[config.mk]
export PLATFORM = sky130hd
export DESIGN_NAME = obd_cfg
export DESIGN_NICKNAME = d
export VERILOG_FILES = /design/src/obd_pkg.sv /design/src/obd_cfg.sv
export SDC_FILE = /design/constraint.sdc
export NUM_CORES = 1
export LEC_CHECK = 0
export BUFFER_PORTS_ARGS = -buffer_cell sky130_fd_sc_hd__buf_2
export CORE_ASPECT_RATIO = 1.1
export CORE_UTILIZATION = 38
export CTS_BUF_LIST = sky130_fd_sc_hd__clkbuf_16
export CTS_CLUSTER_DIAMETER = 80
export DETAILED_ROUTE_END_ITERATION = 10
export PLACE_DENSITY = 0.68
export SLEW_MARGIN = 20
export SYNTH_ARGS = -nofsm -noshare
export SYNTH_HDL_FRONTEND = slang
export SYNTH_SLANG_ARGS = --single-unit
[constraint.sdc]
create_clock -name clk -period 1.8 [get_ports clk]
set_clock_uncertainty 0.05 [all_clocks]
set_input_delay 0.18 -clock clk [delete_from_list [all_inputs] [get_ports clk]]
set_output_delay 0.18 -clock clk [all_outputs]
set_load 0.02 [all_outputs]
[src/obd_pkg.sv]
// Shared types and constants for the orthonormal basis pipeline.
// No dependencies; imported by every module in src.
`default_nettype none

package obd_pkg;

  localparam int DIR_W = 24;
  localparam int OUT_W = 18;
  localparam int LIM_W = 16;
  localparam int VW = 50;
  localparam int MW = 49;
  localparam int NRM_W = 30;
  localparam int SUM_W = 62;
  localparam int ROOT_W = 31;
  localparam int NUM_W = 47;
  localparam int QUO_W = 17;
  localparam int ADDR_W = 4;

  localparam int SQRT_STEPS = 32;
  localparam int DIV_STEPS = QUO_W;
  localparam int NORM_LAT = 5 + SQRT_STEPS + 1 + DIV_STEPS + 1;
  localparam int PIPE_LAT = 8 + 2 * NORM_LAT;

  typedef logic signed [VW-1:0] wide_t;
  typedef logic [MW-1:0] mag_t;
  typedef logic signed [OUT_W-1:0] unit_t;
  typedef logic signed [DIR_W-1:0] dir_t;

  localparam unit_t ONE_Q16 = unit_t'({1'b1, 16'h0000});
  localparam wide_t ONE_Q32 = wide_t'({1'b1, 32'h0000_0000});

  typedef enum logic [2:0] {
    CASE_ZERO,
    CASE_PAR_X,
    CASE_Y_AXIS,
    CASE_Y_RED,
    CASE_Z_RED
  } case_t;

  typedef enum logic [1:0] {
    REG_ZERO_LIMIT,
    REG_AXIS_LIMIT,
    REG_INDEP_LIMIT
  } reg_idx_t;

  typedef struct packed {
    logic [LIM_W-1:0] zero_limit;
    logic [LIM_W-1:0] axis_limit;
    logic [LIM_W-1:0] independence_limit;
  } cfg_t;

  typedef struct packed {
    logic valid;
    logic zero;
    logic [2:0] neg;
    logic [2:0][NRM_W-1:0] m;
  } nside_t;

  typedef struct packed {
    logic valid;
    logic zero;
    logic [2:0] neg;
  } dside_t;

  typedef struct packed {
    logic zero;
    logic par;
    logic signed [DIR_W-1:0] dx;
    logic signed [DIR_W-1:0] dy;
    logic signed [DIR_W-1:0] dz;
  } p1_t;

  typedef struct packed {
    case_t code;
    logic signed [OUT_W-1:0] b1x;
    logic signed [OUT_W-1:0] b1y;
    logic signed [OUT_W-1:0] b1z;
  } p2_t;

endpackage

`default_nettype wire

[src/obd_cfg.sv]
// APB register file holding the three limits.
// Depends on obd_pkg.
`default_nettype none

module obd_cfg (
  input  wire logic                      clk,
  input  wire logic                      rst,
  input  wire logic                      psel,
  input  wire logic                      penable,
  input  wire logic                      pwrite,
  input  wire logic [obd_pkg::ADDR_W-1:0] paddr,
  input  wire logic [31:0]               pwdata,
  output logic      [31:0]               prdata,
  output logic                           pready,
  output obd_pkg::cfg_t                  cfg
);
  import obd_pkg::*;

  logic    wr;
  reg_idx_t idx;

  assign pready = 1'b1;
  assign wr = psel && penable && pwrite;
  assign idx = reg_idx_t'(paddr[3:2]);

  always_ff @(posedge clk) begin
    if (rst) begin
      cfg.zero_limit <= 16'd43;
      cfg.axis_limit <= 16'd1;
      cfg.independence_limit <= 16'd4295;
    end else if (wr) begin
      unique case (idx)
        REG_ZERO_LIMIT:  cfg.zero_limit <= pwdata[LIM_W-1:0];
        REG_AXIS_LIMIT:  cfg.axis_limit <= pwdata[LIM_W-1:0];
        REG_INDEP_LIMIT: cfg.independence_limit <= pwdata[LIM_W-1:0];
        default: ;
      endcase
    end
  end

  always_comb begin
    unique case (idx)
      REG_ZERO_LIMIT:  prdata = 32'(cfg.zero_limit);
      REG_AXIS_LIMIT:  prdata = 32'(cfg.axis_limit);
      REG_INDEP_LIMIT: prdata = 32'(cfg.independence_limit);
      default:         prdata = '0;
    endcase
  end

endmodule

`default_nettype wire

==> results of run 1 <==
## cells in the final DEF (no fill, tap or decap)
cell and count:
buf_12 1, buf_2 86, buf_4 10, clkbuf_16 5, clkinv_1 1, clkinvlp_4 1
conb_1 17, dfxtp_1 48, inv_1 1, mux2i_1 64, nand2_1 16, nand2b_1 52
nand3_2 1, nand4_2 1, nor2_1 19, nor2b_1 1, nor3_2 1, nor3b_2 2
o21ai_0 16, or3_1 1, or3b_1 1
## through the flow
stage	instance area (um2)	util	total power, W	hold WS, ns
final	3050	0.492	0.00224	0.114
after global placement	2910	0.469	0.00138	0.407
after global routing	3050	0.492	0.00235	0.119
after floorplan	2490	-	0.00132	0.285
after CTS	3050	0.492	0.00227	0.112
after detailed placement	2910	0.469	0.00138	0.416
## power by group through the flow
stage	registers, W	clock network (W)	logic [W]
2_1_floorplan	0.00113	0	0.000196
5_1_grt	0.00109	0.000963	0.000295
3_3_place_gp	0.00111	0	0.000272
4_1_cts	0.00109	0.000913	0.000275
6_report	0.00109	0.000886	0.000272
3_5_place_dp	0.00111	0	0.000274
## per-layer routing
layer | track usage | vias up
met5 | 0 | -
met4 | 0.0455 | 0
met3 | 0.0489 | 4
met2 | 0.269 | 80
met1 | 0.229 | 893
li1 | - | 989
## worst paths after layout
kind,cells past startpoint,slack [ns],from,end
max,6,0.37,paddr[3],prdata[5]
min,3,0.11,pwdata[2],cfg[2]
max reg2reg,2,1.09,cfg[25],cfg[25]
min reg2reg,2,0.44,cfg[26],cfg[26]
## cells by family after synthesis
| kind of cell | after synthesis |
|---|---|
| AOI/OAI and AO/OA | 16 |
| buffers and inverters | 35 |
| DFF | 48 |
| muxes | 64 |
| other | 2 |
| and+or+nand+nor | 95 |
## critical path: stages
cell	delay, ns
buf_2	0.22
nor2b_1	0.16
buf_4	0.26
nand2_1	0.09
o21ai_0	0.08
buf_2	0.20
## layout make-up
type,instances,area share
clock buffer,5,0.0411
clock inverter,3,0.00493
multi-input combinational,192,0.433
sequential,48,0.315
tap,80,0.0329
timing repair buffer,97,0.172
==> impl_metrics.yaml, run 1 <==
cts:
  clkSlewWorstSetupHoldPaths_ns: 0.06
  cts_tree: "yes"
  post_cts_resized: 0
  h-tree-depth: 2
  clock-sinks: 48
  worst_skew_pair.late_latency_ns: 0.28
  cts_hold_buf: 0
  cts_root_buf: "clkbuf_16"
  cts_buffer_depth: 2
  cts_setup_buffers: 0
  cts_inserted_buffers: 5
cells_and_area:
  fill_cells: 630
  n_antenna_cell: 0
  seqCellArea_um2: 961
  largest_registers: "cfg x48"
  syn_to_final_growth_pct: 25.1
  drive_above_1_share: 0.313
  layout.cells.non_filler: 425
  nets: 385
  multi_input_area_mm2: 0.00132
  largest_reg_flops: 48
  largest_register: "cfg"
route:
  dr_wl_met3_um: 369
  postRouteAntennaNets: 0
  highest_layer: "met4"
  num_vias: 1966
  wl_met1_mm: 2.58
  wl_per_cell_um: 13.1
  drt-vias-per-instance: 4.63
  firstDrtPassIters: 4
  first_iter_violations: 87
  met2_length_mm: 2.58
  drcViolationCount: 0
  routed_wirelength_mm: 5.57
synthesis:
  synth.most_common_cell: "mux2i_1"
  seq_area_frac_synth: 0.395
  synth-xor-area-share: 0
  ys_warn_count: 0
  yosys.area_share.simple: 0.220
  yosys.cell_types.count: 17
  synthMuxAreaShare: 0.263
  syn_area_per_cell_um2: 9.36
  synth_common_cells: "mux2i_1 (64), nand2b_1 (52), dfxtp_1 (48)"
  synth_top_area_cell: "dfxtp_1"
  syn-cell-area_mm2: 0.00243
  synth_ff_type: "dfxtp_1"
  syn_inst: 260
  synth_top_family_by_area: "multiplexers"
  synth.top_cell.area_share: 0.395
  synth_compound_area_frac: 0.0329
  synthAdderAreaFrac: 0
  synth_seq_cells: 48
  synthTopCellsByArea: "dfxtp_1 (39%), mux2i_1 (26%), nand2b_1 (13%)"
  async_reset_ff_frac: 0
  synth_edf_count: 0
grt:
  grt_remaining_overflow: 0
  track_usage: 0.171
  grt_pass1_wl_mm: 8.74
  antenna_found_initial: 0
  grt_max_degree: 72
  grt_pass1_vias: 1697
power:
  share_seq_of_total_power: 0.484
  combPwrFrac: 0.121
  p_per_area_mw_per_mm2: 737
  p_leak_nw: 1.51
  clkPwrFrac: 0.395
  swShare: 0.250
  p_switching_w: 0.000561
  peakVddDrop_v: 0.000473
  power.internal_w: 0.00168
run_status:
  status: "finished, final reports clean"
worst_setup_path:
  crit_fanout: 17
  endpoint_kind: "primary output"
  critPathKind: "input pin to primary output"
  crit_required_ns: 1.57
  arrival_ns: 1.20
  critPathLaunchType: "input pin"
timing:
  max_freq_mhz: 697
  hold_viol_final: 0
  drv_slew: 0
  rsz0062_at_grt: "false"
  finalSetupViolations: 0
  period_share: 0.797
  setup_slack_ns: 0.365
  timing.slew.headroom: 0.586
  period_needed_ns: 1.43
  tightest_slew_ns: 0.621
  setup-tns-final_ns: 0
run:
  cap_violations: 0
die:
  ioPinCount: 122
  start_util: 0.393
  dieArea_mm2: 0.00673
  coreArea_mm2: 0.00619
  chipHeight_um: 86.0
  die_w_um: 78.3
  rows: 30
hold_path:
  min_path_type: "input pin to flip-flop"
placed_design:
  place_worst_setup_slack_ns: 0.294
  dpl.cell_count: 417
  io_buffer_count: 86
  hpwl_mm: 3.94
  finalWeightedCongestion: 0.748
(Power assumes the default switching activity.)
==> run 2: changes to the inputs <==
--- a/config.mk
+++ b/config.mk
@@ -5,13 +5,14 @@
 export SDC_FILE = /design/constraint.sdc
 export NUM_CORES = 1
 export LEC_CHECK = 0
+export ABC_AREA = 1
 export BUFFER_PORTS_ARGS = -buffer_cell sky130_fd_sc_hd__buf_2
 export CORE_ASPECT_RATIO = 1.1
 export CORE_UTILIZATION = 38
 export CTS_BUF_LIST = sky130_fd_sc_hd__clkbuf_16
 export CTS_CLUSTER_DIAMETER = 80
 export DETAILED_ROUTE_END_ITERATION = 10
-export PLACE_DENSITY = 0.68
+export PLACE_DENSITY = 0.69
 export SLEW_MARGIN = 20
 export SYNTH_ARGS = -nofsm -noshare
 export SYNTH_HDL_FRONTEND = slang
==> constraint.sdc (replaced) <==
create_clock -name clk -period 1.4 [get_ports clk]
set_clock_uncertainty 0.05 [all_clocks]
set_input_delay 0.14 -clock clk [delete_from_list [all_inputs] [get_ports clk]]
set_output_delay 0.14 -clock clk [all_outputs]
set_load 0.02 [all_outputs]
==> run 2 against run 1 <==
Compared with the run above: clock power grew 49%; synthesized cell count grew 40%; cell count grew 24%; sequential share of layout area grew 0.42 points; register-to-register slack lost 0.36 ns; sequential power grew 30%; design area shrank 1.3%.
==> impl_metrics.yaml, run 2 <==
run_status:
  status: "finished, final reports clean"
die:
  rows: 29
  dieArea_mm2: 0.00662
  chipHeight_um: 85.2
  die_w_um: 77.7
  coreArea_mm2: 0.00591
  start_util: 0.404
  ioPinCount: 122
placed_design:
  hpwl_mm: 4.33
  finalWeightedCongestion: 0.759
  io_buffer_count: 86
  dpl.cell_count: 517
  placed_area_mm2: 0.00284
grt:
  grt_max_degree: 49
  antenna_found_initial: 0
  grt_pass1_vias: 2116
  grt_pass1_wl_mm: 9.96
  track_usage: 0.193
  grt_remaining_overflow: 0
timing:
  period_share: 0.872
  max_freq_mhz: 819
  finalSetupViolations: 0
  drv_slew: 0
  hold_viol_final: 0
  rsz0062_at_grt: "false"
  period_needed_ns: 1.22
  setup-tns-final_ns: 0
route:
  drcViolationCount: 0
  firstDrtPassIters: 4
  drt-vias-per-instance: 4.66
  wl_per_cell_um: 11.9
  routed_wirelength_mm: 6.23
  first_iter_violations: 78
  postRouteAntennaNets: 0
  num_vias: 2445
hold_path:
  hold_depth: 3
  min_path_type: "input pin to flip-flop"
  hold_end: "cfg[2]"
  hold_start: "pwdata[2]"
synthesis:
  synth_common_cells: "nand2_1 (111), nor2_1 (76), nand3_1 (64)"
  async_reset_ff_frac: 0
  synth_ff_type: "dfxtp_1"
  synth.top_cell.area_share: 0.402
  ys_warn_count: 0
  seq_area_frac_synth: 0.402
  syn-cell-area_mm2: 0.00239
  syn_inst: 365
  synth_top_area_cell: "dfxtp_1"
  synth_edf_count: 0
  synthTopCellsByArea: "dfxtp_1 (40%), nand2_1 (17%), nand3_1 (13%)"
  synth_seq_cells: 48
  syn_area_per_cell_um2: 6.55
  yosys.cell_types.count: 17
  synth.most_common_cell: "nand2_1"
worst_setup_path:
  r2r_cells: 2
  r2r_start: "cfg[45]"
  critPathKind: "input pin to primary output"
  crit_start: "paddr[2]"
  r2r_slack_ns: 0.73
  crit_fanout: 23
  endpoint_kind: "primary output"
  arrival_ns: 1.03
  crit_required_ns: 1.21
  critPathLaunchType: "input pin"
  rr_endpoint: "cfg[45]"
cells_and_area:
  n_antenna_cell: 0
  largest_registers: "cfg x48"
  largest_reg_flops: 48
  layout_commonest_cell: "nand2_1"
  layout_common_cells: "nand2_1 (111), buf_2 (86), nor2_1 (74)"
  syn_to_final_growth_pct: 25.7
  drive_above_1_share: 0.257
  nets: 488
  layout.cells.non_filler: 525
  fin_area_mm2: 0.00301
  fin_util: 0.508
  largest_register: "cfg"
cts:
  cts_tree: "yes"
  post_cts_resized: 0
  worst_skew_pair.late_latency_ns: 0.28
  cts_setup_buffers: 0
  h-tree-depth: 2
  cts_buffer_depth: 2
  clock-sinks: 48
  clkSlewWorstSetupHoldPaths_ns: 0.06
  cts_root_buf: "clkbuf_16"
  cts_inserted_buffers: 5
  cts_hold_buf: 0
power:
  p_per_area_mw_per_mm2: 1060
  peakVddDrop_v: 0.000592
  p_leak_nw: 1.57
run:
  cap_violations: 0
==> run 2: cell count changes after synthesis, sizes merged, moves of 10 or more <==
cell,before,now
buf,25,35
nand2b,52,0
o21ai,16,1
inv,0,19
nand2,16,112
nand3,1,65
mux2i,64,0
nor2,19,81
==> run 2: kinds of logic (layout without fill, tap and decap cells) <==
family          Yosys count  in the layout  synth area share
compound gates            1              1           0.00209
buf+inv                  56            124             0.138
flops                    48             48             0.402
other cells               2             17           0.00314
simple gates            258            258             0.456
==> run 2: metal layers <==
layer  global-route usage  part of all wire  vias to the layer above
met4               0.0412            0.0056                        0
met2                0.352              0.50                       93
met3               0.0366             0.049                        5
met1                0.233              0.45                     1090
met5                    0                 0                        -
li1                     -                 -                     1257
==> run 2: worst max path at each step <==
| stage | endpoint | slack, ns | cells after the start |
|---|---|---|---|
| after floorplan | prdata[10] | 0.39 | 5 |
| after global placement | cfg[24] | 0.18 | 7 |
| after detailed placement | prdata[6] | 0.17 | 7 |
| after CTS | prdata[6] | 0.17 | 7 |
| after global routing | prdata[0] | 0.1 | 7 |
| final | prdata[8] | 0.18 | 7 |
==> run 2: area by class of cell <==
| class | count | area (um2) |
|---|---|---|
| Clock inverter | 3 | 38.8 |
| Inverter | 19 | 71.3 |
| Sequential cell | 48 | 961 |
| Tap cell | 77 | 96.3 |
| Timing Repair Buffer | 97 | 551 |
| Fill cell | 623 | 2910 |
| Clock buffer | 5 | 125 |
| Multi-Input combinational cell | 276 | 1160 |
==> run 2: power by group <==
part           total (W)  switching (W)  internal [W]
Combinational   0.000446       0.000303      0.000143
Sequential       0.00142      0.0000220       0.00140
Clock            0.00132       0.000490      0.000833
==> run 2: worst max-delay path, cell delays in order <==
cell and delay (ns):
buf_2 0.16, inv_2 0.06, nor2_2 0.16, buf_12 0.20, nand2_1 0.07, nand3_1 0.08, buf_2 0.16
==> run 2: stage by stage <==
| step | total power (W) | setup slack, ns | hold WS, ns |
|---|---|---|---|
| after floorplan | 0.00178 | 0.389 | 0.216 |
| after global placement | 0.00189 | 0.177 | 0.316 |
| after detailed placement | 0.00190 | 0.169 | 0.325 |
| after CTS | 0.00322 | 0.166 | 0.0344 |
| after global routing | 0.00333 | 0.0999 | 0.0508 |
| final | 0.00319 | 0.179 | 0.0353 |
==> run 3: changes to the inputs <==
--- a/config.mk
+++ b/config.mk
@@ -7,7 +7,7 @@
 export LEC_CHECK = 0
 export ABC_AREA = 1
 export BUFFER_PORTS_ARGS = -buffer_cell sky130_fd_sc_hd__buf_2
-export CORE_ASPECT_RATIO = 1.1
+export CORE_ASPECT_RATIO = 1.4
 export CORE_UTILIZATION = 38
 export CTS_BUF_LIST = sky130_fd_sc_hd__clkbuf_16
 export CTS_CLUSTER_DIAMETER = 80
==> run 3 against run 2 <==
Compared with the run above: count of clock-buffer cells in the layout is the same; global-route usage down 0.44 points; non-clock buffer count decreased by 2; maximum frequency is 1.6% lower; core utilization is 1.1 points lower; critical path type unchanged; critical endpoint is now prdata[12].
==> impl_metrics.yaml, run 3 (synthesis gave the netlist of run 2 again) <==
worst_setup_path:
  critPathKind: "input pin to primary output"
  r2r_slack_ns: 0.75
  max_stage_delay_ns: 0.24
  cp_common_cell: "buf_2"
  r2r_cells: 2
  crit_path_top_delay_cell: "buf_4"
  crit_fanout: 13
  r2r_start: "cfg[16]"
  critPathLaunchType: "input pin"
  crit_start: "paddr[2]"
  crit_required_ns: 1.21
  rr_endpoint: "cfg[16]"
  arrival_ns: 1.05
  worstPathCellList: "buf_2 -> inv_2 -> nor2_2 -> buf_4 -> nand2_1 -> nand3_1 -> buf_2"
  endpoint_kind: "primary output"
  cp-endpoint: "prdata[12]"
cts:
  cts_inserted_buffers: 5
  cts_buffer_depth: 2
  post_cts_resized: 0
  cts_setup_buffers: 0
  clock-sinks: 48
  cts_hold_buf: 0
  h-tree-depth: 2
  worst_skew_pair.late_latency_ns: 0.28
  cts_root_buf: "clkbuf_16"
  cts_tree: "yes"
  clkSlewWorstSetupHoldPaths_ns: 0.06
route:
  drcViolationCount: 0
  wl_per_cell_um: 11.9
  drt-vias-per-instance: 4.67
  postRouteAntennaNets: 0
  first_iter_violations: 142
  firstDrtPassIters: 4
  num_vias: 2408
  routed_wirelength_mm: 6.14
grt:
  grt_pass1_vias: 2100
  grt_remaining_overflow: 0
  grt_max_degree: 49
  antenna_found_initial: 0
  grt_pass1_wl_mm: 9.77
  track_usage: 0.188
cells_and_area:
  nets: 486
  largest_register: "cfg"
  drive_above_1_share: 0.251
  layout.cells.non_filler: 516
  n_antenna_cell: 0
  layout_common_cells: "nand2_1 (111), buf_2 (86), nor2_1 (74)"
  syn_to_final_growth_pct: 23.7
  largest_reg_flops: 48
  largest_registers: "cfg x48"
  layout_commonest_cell: "nand2_1"
placed_design:
  hpwl_mm: 4.28
  io_buffer_count: 86
  finalWeightedCongestion: 0.730
  dpl.cell_count: 508
die:
  dieArea_mm2: 0.00662
  start_util: 0.402
  ioPinCount: 122
  die_w_um: 69.1
  chipHeight_um: 95.9
  coreArea_mm2: 0.00595
  rows: 33
power:
  p_per_area_mw_per_mm2: 1010
  p_switching_w: 0.000813
  swShare: 0.271
  peakVddDrop_v: 0.000586
  share_seq_of_total_power: 0.473
  power.internal_w: 0.00218
  combPwrFrac: 0.146
  clkPwrFrac: 0.380
  p_leak_nw: 1.54
timing:
  setup-tns-final_ns: 0
  max_freq_mhz: 806
  hold_viol_final: 0
  finalSetupViolations: 0
  drv_slew: 0
  period_share: 0.886
  period_needed_ns: 1.24
  rsz0062_at_grt: "false"
run_status:
  status: "finished, final reports clean"
hold_path:
  min_path_type: "input pin to flip-flop"
  hold_depth: 3
run:
  cap_violations: 0
==> run 3: cell count changes in the layout (fill, tap and decap cells not counted) <==
cell / before / now
clkinv_2: 1 / 0
clkinv_1: 0 / 1
bufinv_16: 1 / 0
clkinvlp_4: 0 / 1
buf_4: 8 / 6
==> run 3: how the worst min path moves through the flow <==
| stage | to | startpoint | slack (ns) |
|---|---|---|---|
| 3_5_place_dp | cfg[2] | pwdata[2] | 0.33 |
| 6_report | cfg[2] | pwdata[2] | 0.04 |
| 2_1_floorplan | cfg[32] | pwdata[0] | 0.22 |
| 4_1_cts | cfg[2] | pwdata[2] | 0.03 |
| 3_3_place_gp | cfg[35] | pwdata[3] | 0.32 |
| 5_1_grt | cfg[6] | pwdata[6] | 0.03 |
==> run 3: final cells by class <==
class / instances / area [um2]
Fill cell: 637 / 2990
Multi-Input combinational cell: 276 / 1160
Sequential cell: 48 / 961
Timing Repair Buffer: 95 / 536
Clock buffer: 5 / 125
Tap cell: 70 / 87.6
Inverter: 19 / 71.3
Clock inverter: 3 / 15.0
==> run 3: metal layers <==
| layer | global-route usage | vias to the layer above | wire (um) |
|---|---|---|---|
| met5 | 0 | - | 0 |
| met4 | 0.0595 | 0 | 42 |
| met3 | 0.0429 | 2 | 251 |
| met2 | 0.354 | 74 | 3260 |
| met1 | 0.209 | 1079 | 2590 |
| li1 | - | 1253 | - |
==> run 3: stage by stage <==
step	hold WS, ns	util	power, W	worst slack, ns	instance area [um2]
final	0.0362	0.498	0.00300	0.159	2960
after floorplan	0.216	-	0.00178	0.389	2450
after global placement	0.321	0.474	0.00189	0.162	2820
after global routing	0.0325	0.498	0.00315	0.0501	2960
after detailed placement	0.326	0.474	0.00189	0.129	2820
after CTS	0.0322	0.498	0.00303	0.129	2960
==> run 3: critical path, delay by kind of cell <==
| family | cells | cell delay (ns) |
|---|---|---|
| buffers and inverters | 4 | 0.61 |
| and+or+nand+nor | 3 | 0.30 |
==> run 3: power groups by stage <==
| stage | sequential, W | clock (W) | combinational, W |
|---|---|---|---|
| after CTS | 0.00142 | 0.00117 | 0.000444 |
| after global routing | 0.00142 | 0.00124 | 0.000484 |
| after detailed placement | 0.00145 | 0 | 0.000443 |
| after floorplan | 0.00148 | 0 | 0.000297 |
| after global placement | 0.00145 | 0 | 0.000437 |
| final | 0.00142 | 0.00114 | 0.000438 |
